$ cat src/rtl/wehr_pkg.sv
// shared types, sizes and codes for the warning event history ring
package wehr_pkg;

    // ring geometry
    localparam int CAPACITY = 16;
    localparam int PTR_W    = $clog2(CAPACITY);
    localparam int CNT_W    = $clog2(CAPACITY + 1);
    localparam int SUM_W    = CNT_W + 1;

    // field widths
    localparam int REQ_W  = 2;
    localparam int TICK_W = 32;
    localparam int MASK_W = 8;
    localparam int SESS_W = 16;
    localparam int IDX_W  = 8;
    localparam int EV_W   = 2;
    localparam int TOT_W  = 32;
    localparam int CMP_W  = (CNT_W > IDX_W) ? CNT_W : IDX_W;

    // request codes
    typedef enum logic [REQ_W-1:0] {
        REQ_SAMPLE = 2'd0,
        REQ_READ   = 2'd1,
        REQ_CLEAR  = 2'd2
    } t_req;

    // event codes of a record
    typedef enum logic [EV_W-1:0] {
        EV_STARTED = 2'd0,
        EV_CLEARED = 2'd1,
        EV_CHANGED = 2'd2
    } t_event;

    // one stored record
    typedef struct packed {
        logic [TICK_W-1:0] tick;
        logic [MASK_W-1:0] mask;
        t_event            event_code;
        logic [SESS_W-1:0] session;
    } t_record;

    localparam int REC_W = $bits(t_record);

    // ring memory access for one transaction
    typedef struct packed {
        logic             wr_en;
        logic [PTR_W-1:0] wr_addr;
        t_record          wr_data;
        logic             rd_en;
        logic [PTR_W-1:0] rd_addr;
    } t_mem_req;

    // decoded result held between the core and the output register
    typedef struct packed {
        logic              ok;
        logic              use_ram;
        t_record           rec;
        logic [CNT_W-1:0]  stored_count;
        logic [TOT_W-1:0]  overwritten_total;
        logic [TOT_W-1:0]  event_total;
        logic [MASK_W-1:0] active_mask;
    } t_stage;

endpackage

$ cat src/rtl/wehr_ifs.sv
// request and response channel interfaces of the warning event history ring

// request channel
interface wehr_req_if;
    logic                            valid;
    logic                            ready;
    logic [wehr_pkg::REQ_W-1:0]      req_type;
    logic [wehr_pkg::TICK_W-1:0]     tick_ms;
    logic [wehr_pkg::MASK_W-1:0]     warn_bits;
    logic [wehr_pkg::SESS_W-1:0]     sess_tag;
    logic [wehr_pkg::IDX_W-1:0]      read_index;

    modport source (
        output valid, req_type, tick_ms, warn_bits, sess_tag, read_index,
        input  ready
    );
    modport sink (
        input  valid, req_type, tick_ms, warn_bits, sess_tag, read_index,
        output ready
    );
endinterface

// response channel
interface wehr_rsp_if;
    logic                            valid;
    logic                            ready;
    logic                            ok;
    logic [wehr_pkg::TICK_W-1:0]     rec_tick;
    logic [wehr_pkg::MASK_W-1:0]     rec_mask;
    logic [wehr_pkg::EV_W-1:0]       rec_event;
    logic [wehr_pkg::SESS_W-1:0]     rec_session;
    logic [wehr_pkg::CNT_W-1:0]      stored_count;
    logic [wehr_pkg::TOT_W-1:0]      overwritten_total;
    logic [wehr_pkg::TOT_W-1:0]      event_total;
    logic [wehr_pkg::MASK_W-1:0]     active_mask;

    modport source (
        output valid, ok, rec_tick, rec_mask, rec_event, rec_session, stored_count,
               overwritten_total, event_total, active_mask,
        input  ready
    );
    modport sink (
        input  valid, ok, rec_tick, rec_mask, rec_event, rec_session, stored_count,
               overwritten_total, event_total, active_mask,
        output ready
    );
endinterface

$ cat src/rtl/wehr_ram.sv
// generic single write port, single read port ram with registered read data
module wehr_ram #(
    parameter int DEPTH = 16,
    parameter int WIDTH = 58
) (
    input  logic                     i_clk,
    input  logic                     i_wr_en,
    input  logic [$clog2(DEPTH)-1:0] i_wr_addr,
    input  logic [WIDTH-1:0]         i_wr_data,
    input  logic                     i_rd_en,
    input  logic [$clog2(DEPTH)-1:0] i_rd_addr,
    output logic [WIDTH-1:0]         o_rd_data
);

    logic [WIDTH-1:0] r_mem [DEPTH];
    logic [WIDTH-1:0] r_rd_data;

    // write port
    always_ff @(posedge i_clk) begin
        if (i_wr_en) begin
            r_mem[i_wr_addr] <= i_wr_data;
        end
    end

    // read port, data held until the next read
    always_ff @(posedge i_clk) begin
        if (i_rd_en) begin
            r_rd_data <= r_mem[i_rd_addr];
        end
    end

    assign o_rd_data = r_rd_data;

endmodule

$ cat src/rtl/wehr_core.sv
// request decode, ring pointers, counters and session tracking
module wehr_core (
    input  logic                        i_clk,
    input  logic                        i_rst_n,
    input  logic                        i_fire,
    input  logic [wehr_pkg::REQ_W-1:0]  i_req_type,
    input  logic [wehr_pkg::TICK_W-1:0] i_tick_ms,
    input  logic [wehr_pkg::MASK_W-1:0] i_warn_bits,
    input  logic [wehr_pkg::SESS_W-1:0] i_sess_tag,
    input  logic [wehr_pkg::IDX_W-1:0]  i_read_index,
    output wehr_pkg::t_mem_req          o_mem,
    output wehr_pkg::t_stage            o_stage
);

    logic [wehr_pkg::PTR_W-1:0]  r_wp,           n_wp;
    logic [wehr_pkg::CNT_W-1:0]  r_held,         n_held;
    logic [wehr_pkg::TOT_W-1:0]  r_lost,         n_lost;
    logic [wehr_pkg::TOT_W-1:0]  r_logged,       n_logged;
    logic [wehr_pkg::MASK_W-1:0] r_last_mask,    n_last_mask;
    logic [wehr_pkg::SESS_W-1:0] r_open_session, n_open_session;

    logic [wehr_pkg::SUM_W-1:0]  oldest_sum;
    logic [wehr_pkg::SUM_W-1:0]  oldest;
    logic [wehr_pkg::SUM_W-1:0]  addr_sum;
    logic [wehr_pkg::SUM_W-1:0]  addr_wrap;
    logic                        in_range;

    // oldest slot and physical address of the requested logical index
    always_comb begin
        oldest_sum = wehr_pkg::SUM_W'(r_wp) + wehr_pkg::SUM_W'(wehr_pkg::CAPACITY)
                     - wehr_pkg::SUM_W'(r_held);
        oldest     = (oldest_sum >= wehr_pkg::SUM_W'(wehr_pkg::CAPACITY))
                     ? oldest_sum - wehr_pkg::SUM_W'(wehr_pkg::CAPACITY) : oldest_sum;
        addr_sum   = oldest + wehr_pkg::SUM_W'(wehr_pkg::CNT_W'(i_read_index));
        addr_wrap  = (addr_sum >= wehr_pkg::SUM_W'(wehr_pkg::CAPACITY))
                     ? addr_sum - wehr_pkg::SUM_W'(wehr_pkg::CAPACITY) : addr_sum;
        in_range   = wehr_pkg::CMP_W'(i_read_index) < wehr_pkg::CMP_W'(r_held);
    end

    // next state, memory access and result of the transaction
    always_comb begin
        n_wp           = r_wp;
        n_held         = r_held;
        n_lost         = r_lost;
        n_logged       = r_logged;
        n_last_mask    = r_last_mask;
        n_open_session = r_open_session;
        o_mem          = '0;
        o_stage        = '0;
        o_mem.rd_addr  = addr_wrap[wehr_pkg::PTR_W-1:0];

        if (i_fire) begin
            unique case (wehr_pkg::t_req'(i_req_type))
                wehr_pkg::REQ_SAMPLE: begin
                    if (i_warn_bits != r_last_mask) begin
                        o_stage.ok       = 1'b1;
                        o_stage.rec.tick = i_tick_ms;
                        o_stage.rec.mask = i_warn_bits;
                        if (r_last_mask == '0) begin
                            o_stage.rec.event_code = wehr_pkg::EV_STARTED;
                            o_stage.rec.session    = i_sess_tag;
                            n_open_session         = i_sess_tag;
                        end else if (i_warn_bits == '0) begin
                            o_stage.rec.event_code = wehr_pkg::EV_CLEARED;
                            o_stage.rec.session    = r_open_session;
                            n_open_session         = '0;
                        end else begin
                            o_stage.rec.event_code = wehr_pkg::EV_CHANGED;
                            o_stage.rec.session    = i_sess_tag;
                            n_open_session         = i_sess_tag;
                        end
                        o_mem.wr_en   = 1'b1;
                        o_mem.wr_addr = r_wp;
                        o_mem.wr_data = o_stage.rec;
                        n_wp = (r_wp == wehr_pkg::PTR_W'(wehr_pkg::CAPACITY - 1))
                               ? '0 : r_wp + 1'b1;
                        // full ring: the oldest record is lost
                        if (r_held < wehr_pkg::CNT_W'(wehr_pkg::CAPACITY)) begin
                            n_held = r_held + 1'b1;
                        end else if (r_lost != '1) begin
                            n_lost = r_lost + 1'b1;
                        end
                        if (r_logged != '1) begin
                            n_logged = r_logged + 1'b1;
                        end
                        n_last_mask = i_warn_bits;
                    end
                end
                wehr_pkg::REQ_READ: begin
                    if (in_range) begin
                        o_stage.ok      = 1'b1;
                        o_stage.use_ram = 1'b1;
                        o_mem.rd_en     = 1'b1;
                    end
                end
                wehr_pkg::REQ_CLEAR: begin
                    o_stage.ok     = 1'b1;
                    n_held         = '0;
                    n_wp           = '0;
                    n_last_mask    = i_warn_bits;
                    n_open_session = (i_warn_bits == '0) ? '0 : i_sess_tag;
                end
                default: begin
                end
            endcase
        end

        o_stage.stored_count      = n_held;
        o_stage.overwritten_total = n_lost;
        o_stage.event_total       = n_logged;
        o_stage.active_mask       = n_last_mask;
    end

    // state registers
    always_ff @(posedge i_clk) begin
        if (!i_rst_n) begin
            r_wp           <= '0;
            r_held         <= '0;
            r_lost         <= '0;
            r_logged       <= '0;
            r_last_mask    <= '0;
            r_open_session <= '0;
        end else begin
            r_wp           <= n_wp;
            r_held         <= n_held;
            r_lost         <= n_lost;
            r_logged       <= n_logged;
            r_last_mask    <= n_last_mask;
            r_open_session <= n_open_session;
        end
    end

`ifndef ASSERT_OFF
    // fill level never passes the ring size
    a_held_max: assert property (@(posedge i_clk) disable iff (!i_rst_n)
        r_held <= wehr_pkg::CNT_W'(wehr_pkg::CAPACITY))
        else $error("held count above capacity");

    // until the ring wraps, the write pointer equals the fill level
    a_wp_tracks_held: assert property (@(posedge i_clk) disable iff (!i_rst_n)
        (r_held != wehr_pkg::CNT_W'(wehr_pkg::CAPACITY))
        |-> (wehr_pkg::CNT_W'(r_wp) == r_held))
        else $error("write pointer out of step with fill level");

    // records held never exceed records ever logged
    a_logged_covers_held: assert property (@(posedge i_clk) disable iff (!i_rst_n)
        wehr_pkg::TOT_W'(r_held) <= r_logged)
        else $error("held count above logged total");
`endif

endmodule

$ cat src/rtl/warning_event_history_ring.sv
// warning event history ring, top level: request decode, ring ram, output register
// a result passes the stage register and is then offered from the output register
// one request per cycle unless stalled; the ring ram takes one write or one read a cycle
// ready drops only while both stages hold work and the response is not taken
// reset (i_rst_n low, synchronous) empties the ring, zeroes both totals, mask and session
// ring contents are not cleared; only entries written since reset or clear are read
module warning_event_history_ring (
    input  logic        i_clk,
    input  logic        i_rst_n,
    wehr_req_if.sink    i_req,
    wehr_rsp_if.source  o_rsp
);

    logic                        fire_in;
    logic                        s1_go;
    wehr_pkg::t_mem_req          mem;
    wehr_pkg::t_stage            stage;
    logic [wehr_pkg::REC_W-1:0]  rd_data;
    wehr_pkg::t_record           rd_rec;

    logic                        r_s1_valid, n_s1_valid;
    wehr_pkg::t_stage            r_s1;
    logic                        r_out_valid, n_out_valid;
    wehr_pkg::t_stage            r_out;
    wehr_pkg::t_stage            n_out;

    // request handshake
    assign s1_go       = r_s1_valid && (!r_out_valid || o_rsp.ready);
    assign i_req.ready = !r_s1_valid || s1_go;
    assign fire_in     = i_req.valid && i_req.ready;

    // decode and state update
    wehr_core u_core (
        .i_clk         (i_clk),
        .i_rst_n       (i_rst_n),
        .i_fire        (fire_in),
        .i_req_type    (i_req.req_type),
        .i_tick_ms     (i_req.tick_ms),
        .i_warn_bits   (i_req.warn_bits),
        .i_sess_tag    (i_req.sess_tag),
        .i_read_index  (i_req.read_index),
        .o_mem         (mem),
        .o_stage       (stage)
    );

    // record ring
    wehr_ram #(
        .DEPTH (wehr_pkg::CAPACITY),
        .WIDTH (wehr_pkg::REC_W)
    ) u_ram (
        .i_clk     (i_clk),
        .i_wr_en   (mem.wr_en),
        .i_wr_addr (mem.wr_addr),
        .i_wr_data (mem.wr_data),
        .i_rd_en   (mem.rd_en),
        .i_rd_addr (mem.rd_addr),
        .o_rd_data (rd_data)
    );

    assign rd_rec = wehr_pkg::t_record'(rd_data);

    // stage and output valid flags, read data merged into the response
    always_comb begin
        n_s1_valid = r_s1_valid;
        if (fire_in) begin
            n_s1_valid = 1'b1;
        end else if (s1_go) begin
            n_s1_valid = 1'b0;
        end

        n_out_valid = r_out_valid;
        if (s1_go) begin
            n_out_valid = 1'b1;
        end else if (o_rsp.ready) begin
            n_out_valid = 1'b0;
        end

        n_out = r_s1;
        if (r_s1.use_ram) begin
            n_out.rec = rd_rec;
        end
    end

    // control registers
    always_ff @(posedge i_clk) begin
        if (!i_rst_n) begin
            r_s1_valid  <= 1'b0;
            r_out_valid <= 1'b0;
        end else begin
            r_s1_valid  <= n_s1_valid;
            r_out_valid <= n_out_valid;
        end
    end

    // payload registers
    always_ff @(posedge i_clk) begin
        if (fire_in) begin
            r_s1 <= stage;
        end
        if (s1_go) begin
            r_out <= n_out;
        end
    end

    // response channel
    assign o_rsp.valid             = r_out_valid;
    assign o_rsp.ok                = r_out.ok;
    assign o_rsp.rec_tick          = r_out.rec.tick;
    assign o_rsp.rec_mask          = r_out.rec.mask;
    assign o_rsp.rec_event         = r_out.rec.event_code;
    assign o_rsp.rec_session       = r_out.rec.session;
    assign o_rsp.stored_count      = r_out.stored_count;
    assign o_rsp.overwritten_total = r_out.overwritten_total;
    assign o_rsp.event_total       = r_out.event_total;
    assign o_rsp.active_mask       = r_out.active_mask;

endmodule

$ cat src/flat_wrapper.sv
// flat-port wrapper written by rule: the top's interface ports become plain ports
module warning_event_history_ring_flat 
  (i_clk, i_rst_n, i_req_valid, i_req_req_type, i_req_tick_ms, i_req_warn_bits, i_req_sess_tag, i_req_read_index, i_req_ready, o_rsp_valid, o_rsp_ok, o_rsp_rec_tick, o_rsp_rec_mask, o_rsp_rec_event, o_rsp_rec_session, o_rsp_stored_count, o_rsp_overwritten_total, o_rsp_event_total, o_rsp_active_mask, o_rsp_ready);
  wehr_req_if i_req_i ();
  wehr_rsp_if o_rsp_i ();
  input  logic i_clk;
  input  logic i_rst_n;
  input wire logic [$bits(i_req_i.valid)-1:0] i_req_valid;
  input wire logic [$bits(i_req_i.req_type)-1:0] i_req_req_type;
  input wire logic [$bits(i_req_i.tick_ms)-1:0] i_req_tick_ms;
  input wire logic [$bits(i_req_i.warn_bits)-1:0] i_req_warn_bits;
  input wire logic [$bits(i_req_i.sess_tag)-1:0] i_req_sess_tag;
  input wire logic [$bits(i_req_i.read_index)-1:0] i_req_read_index;
  output wire logic [$bits(i_req_i.ready)-1:0] i_req_ready;
  output wire logic [$bits(o_rsp_i.valid)-1:0] o_rsp_valid;
  output wire logic [$bits(o_rsp_i.ok)-1:0] o_rsp_ok;
  output wire logic [$bits(o_rsp_i.rec_tick)-1:0] o_rsp_rec_tick;
  output wire logic [$bits(o_rsp_i.rec_mask)-1:0] o_rsp_rec_mask;
  output wire logic [$bits(o_rsp_i.rec_event)-1:0] o_rsp_rec_event;
  output wire logic [$bits(o_rsp_i.rec_session)-1:0] o_rsp_rec_session;
  output wire logic [$bits(o_rsp_i.stored_count)-1:0] o_rsp_stored_count;
  output wire logic [$bits(o_rsp_i.overwritten_total)-1:0] o_rsp_overwritten_total;
  output wire logic [$bits(o_rsp_i.event_total)-1:0] o_rsp_event_total;
  output wire logic [$bits(o_rsp_i.active_mask)-1:0] o_rsp_active_mask;
  input wire logic [$bits(o_rsp_i.ready)-1:0] o_rsp_ready;
  assign i_req_i.valid = i_req_valid;
  assign i_req_i.req_type = i_req_req_type;
  assign i_req_i.tick_ms = i_req_tick_ms;
  assign i_req_i.warn_bits = i_req_warn_bits;
  assign i_req_i.sess_tag = i_req_sess_tag;
  assign i_req_i.read_index = i_req_read_index;
  assign i_req_ready = i_req_i.ready;
  assign o_rsp_valid = o_rsp_i.valid;
  assign o_rsp_ok = o_rsp_i.ok;
  assign o_rsp_rec_tick = o_rsp_i.rec_tick;
  assign o_rsp_rec_mask = o_rsp_i.rec_mask;
  assign o_rsp_rec_event = o_rsp_i.rec_event;
  assign o_rsp_rec_session = o_rsp_i.rec_session;
  assign o_rsp_stored_count = o_rsp_i.stored_count;
  assign o_rsp_overwritten_total = o_rsp_i.overwritten_total;
  assign o_rsp_event_total = o_rsp_i.event_total;
  assign o_rsp_active_mask = o_rsp_i.active_mask;
  assign o_rsp_i.ready = o_rsp_ready;
  warning_event_history_ring u_core (.i_clk(i_clk), .i_rst_n(i_rst_n), .i_req(i_req_i), .o_rsp(o_rsp_i));
endmodule
$ cat config.mk
export PLATFORM = sky130hd
export DESIGN_NAME = warning_event_history_ring_flat
export DESIGN_NICKNAME = d
export VERILOG_FILES = /design/src/rtl/wehr_pkg.sv /design/src/rtl/wehr_ifs.sv /design/src/rtl/wehr_ram.sv /design/src/rtl/wehr_core.sv /design/src/rtl/warning_event_history_ring.sv /design/src/flat_wrapper.sv
export SDC_FILE = /design/constraint.sdc
export NUM_CORES = 1
export LEC_CHECK = 0
export BUFFER_PORTS_ARGS = -buffer_cell sky130_fd_sc_hd__buf_2
export CAP_MARGIN = 15
export CORE_MARGIN = 8
export CORE_UTILIZATION = 40
export DETAILED_ROUTE_END_ITERATION = 16
export PLACE_DENSITY = 0.55
export SYNTH_ARGS = -nofsm -noshare
export SYNTH_HDL_FRONTEND = slang
export SYNTH_HIERARCHICAL = 1
export SYNTH_SLANG_ARGS = --single-unit
$ cat constraint.sdc
create_clock -name i_clk -period 44.1 [get_ports i_clk]
set_input_delay 4.41 -clock i_clk [delete_from_list [all_inputs] [get_ports i_clk]]
set_output_delay 4.41 -clock i_clk [all_outputs]
set_load 0.005 [all_outputs]
==> reports/qor.yml <==
timing.final.crit_period_ns: 9.24
place_area_sq_um: 54400
num-nets-final: 2876
ffs_w_async_s_r_synth_pct: 0
post_synthesis_cell_type_with_the_largest_combined_area: "edfxtp_1"
synth_area_sq_um: 51700
synth_cell_type_count: 63
clkSlewWorstSetupHoldPaths_ns: 0.06
place_inst: 4381
instance_count_of_the_mapped_netlist: 2562
finalPower_uw: 2780
post_drt_via_cell_ratio: 5.29
vdd.ir_drop.worst_mv: 0.0338
outcome: "finished, final reports clean"
synth_sequential_area_ratio_pct: 76.9
clock_tree.buffer_depth: 3
critical_path_class: "in2out"
grt_pass1_vias: 26500
place_congestion: 0.768
drt_first_pass_iters: 5
drc_errors: 0
instances_no_fill: 4654
report.final.slew_viol_count: 0
hold_depth: 0
setup-violations-final: 0
worst-slew-pin-transition_ns: 1.24
clock_sinks: 1358
clock_insertion_delay_worst_skew_ns: 0.74
multi_input_comb_area_sq_um: 11000
grt_pass1_wl_um: 174000
seqCellArea_sq_um: 39800
cts_buffers: 141
synth_nets: 2648
worst-endpoint-required_ns: 39.69
route.antenna.remaining_nets: 0
cts_root_buf: "clkbuf_16"
grtUsageTotal_pct: 16.4
drive_gt1_share_pct: 27.3
timing.final.ws_setup_ns: 34.86
wl_um: 117000
num_io_pins: 208
synth-warning-count: 6
total_congestion_overflow_after_global_routing: 0
post-dp-hpwl_um: 64800
timing.max_cap.violations: 0
cts_setup_buffers: 0
cp.arrival_ns: 4.83
max_freq_mhz: 108
finClkSkew_ns: 0.0245
crit_end_category: "output port"
placement_rows: 132
cts_resized: 0
chipWidth_um: 376
critPathLaunchType: "input pin"
p_leak_uw: 0.0197
postCtsHoldBufs: 0
synth_ff_type: "edfxtp_1"
hold_class: "reg2reg"
grt_antenna_before_repair: 12
synth.avg_cell_area_sq_um: 20.2
die_area_sq_um: 141000
crit_path_max_fanout: 2
unrepaired_setup_endpoints_after_global_routing: "no"
worstRegToRegCells: 11
detailroute.via_count: 24600
coreArea_sq_um: 129000
area_delta_synth_final_pct: 14.1
grt_start_max_net_pins: 138
timing.final.hold_violations: 0
synth_top_cells_by_area: "edfxtp_1 (73%), mux4_2 (10%), dfxtp_1 (3.8%)"
tritoncts: "built"
preCtsSetupSlack_ns: 34.62
place.port_buffers: 207
drt_iter0_drc: 1766
cts_htree_levels: 4
postSynthRegisterBits: 1358
die_height_um: 376
synth-edff-count: 1259
fin_crit_sh_pct: 21.0
cell_pwr_density_nw_per_um2: 47.0
final.setup.tns_ns: 0
synth_largest_type_area_fraction_pct: 73.1
slew_headroom_pct: 17.5
start_util_pct: 40.1
final_area_sq_um: 59000
drt-wirelength-per-cell_um: 25.1
fillers: 10800
==> flip-flops by register name, indices dropped and copies added (netlist names) <==
name and cells:
u_core/o_rsp.stored_count 5, u_core/o_rsp.active_mask 8, u_core/o_rsp.rec_tick 32, u_core/u_ram/r_mem 928, u_core/u_core/r_logged 32, u_core/u_core/r_lost 32, u_core/n_out 79, u_core/o_rsp.rec_mask 8
u_core/u_core/r_open_session 16, u_core/u_core/r_last_mask 8, u_core/o_rsp.rec_session 16, u_core/o_rsp.ok 1, u_core/r_s1_valid 1, u_core/r_s1 58, u_core/u_core/r_wp 4, u_core/u_core/r_held 5
u_core/o_rsp.event_total 32, u_core/o_rsp.overwritten_total 32, u_core/o_rsp.rec_event 2, u_core/o_rsp.valid 1, u_core/u_ram/o_rd_data 58
==> cell usage in the layout, fill, tap and decap left out, drive strengths merged, types with 2 or more instances in the layout <==
cell type	n
a21boi	2
fa	2
a21o	4
xnor2	57
and2	118
inv	32
nand3b	4
or4	4
nor4b	2
ha	14
and4	9
a21oi	9
clkinv	39
edfxtp	1259
mux2	68
clkbuf	194
nand3	41
buf	257
a22oi	117
nor2b	5
a31oi	3
xor2	19
o21ai	10
or4b	2
nor2	53
nor3	20
mux4	232
dfxtp	99
nand4	28
and3	18
clkinvlp	3
nand2b	12
mux2i	23
nand2	97
bufinv	10
a22o	16
diode	8
nor4	10
==> final cells by class <==
class	count	area share, %
tap	1742	3.69
inverter	21	0.146
timing repair buffer	257	2.58
sequential	1358	67.4
clock inverter	63	1.01
antenna	8	0.0339
clock buffer	194	6.53
multi-input combinational	1011	18.6
==> path summary, 6_finish.rpt <==
check	startpoint	endpoint	slack, ns
setup / recovery	o_rsp_ready	i_req_ready	34.86
hold / removal	u_core/n_out[30]	u_core/o_rsp.event_total[22]	0.42
setup reg to reg	u_core/o_rsp.valid	u_core/u_ram/r_mem[7][14]	38.85
hold reg to reg	u_core/n_out[30]	u_core/o_rsp.event_total[22]	0.42
==> kinds of logic (layout without fill, tap and decap cells) <==
group           after synthesis  count (layout)  synth area share, %
fa+ha+maj                    16              16                0.416
xor+xnor                     76              76                 1.29
mux                         323             323                 12.2
compound gates              169             169                 2.47
flops                      1358            1358                 76.9
other cells                   0               8                    0
buf+inv                     193             535                 2.20
simple gates                427             427                 4.57
==> synthesized netlist by cell type, drive strengths merged, types with 5 or more instances <==
cell type	n
xnor2	57
nand3	41
a22o	16
o21ai	10
mux4	232
nor2b	5
buf	127
and2	118
nand4	28
mux2	68
nor3	20
a22oi	117
and3	18
clkbuf	45
dfxtp	99
ha	14
edfxtp	1259
nor4	10
mux2i	23
a21oi	9
nand2b	12
and4	9
inv	21
xor2	19
nand2	97
nor2	53
==> per-layer routing <==
layer	GRT usage [%]	wire, um	part of all wire [%]	vias to the layer above
li1	-	-	-	10700
met1	21.3	49300	42	13100
met2	27.5	58700	50	609
met3	2.97	5570	4.8	200
met4	5.95	3330	2.9	6
met5	0	36	0.031	-
==> worst max-delay path: stages <==
cell      delay (ns)
buf_2           0.10
nand3b_1        0.17
buf_2           0.15
==> report_power, final <==
| group | internal, uW | switching [uW] |
|---|---|---|
| clock network | 671 | 479 |
| logic | 85.7 | 114 |
| registers | 1420 | 5.31 |
| total | 2180 | 598 |
==> stage by stage <==
stage | hold WS [ns] | utilization, %
2_1_floorplan | 0.400 | -
3_3_place_gp | 0.404 | 42.2
3_5_place_dp | 0.405 | 42.2
4_1_cts | 0.411 | 45.6
5_1_grt | 0.423 | 45.8
6_report | 0.415 | 45.8
No activity file was read; power rests on OpenSTA's default activity.
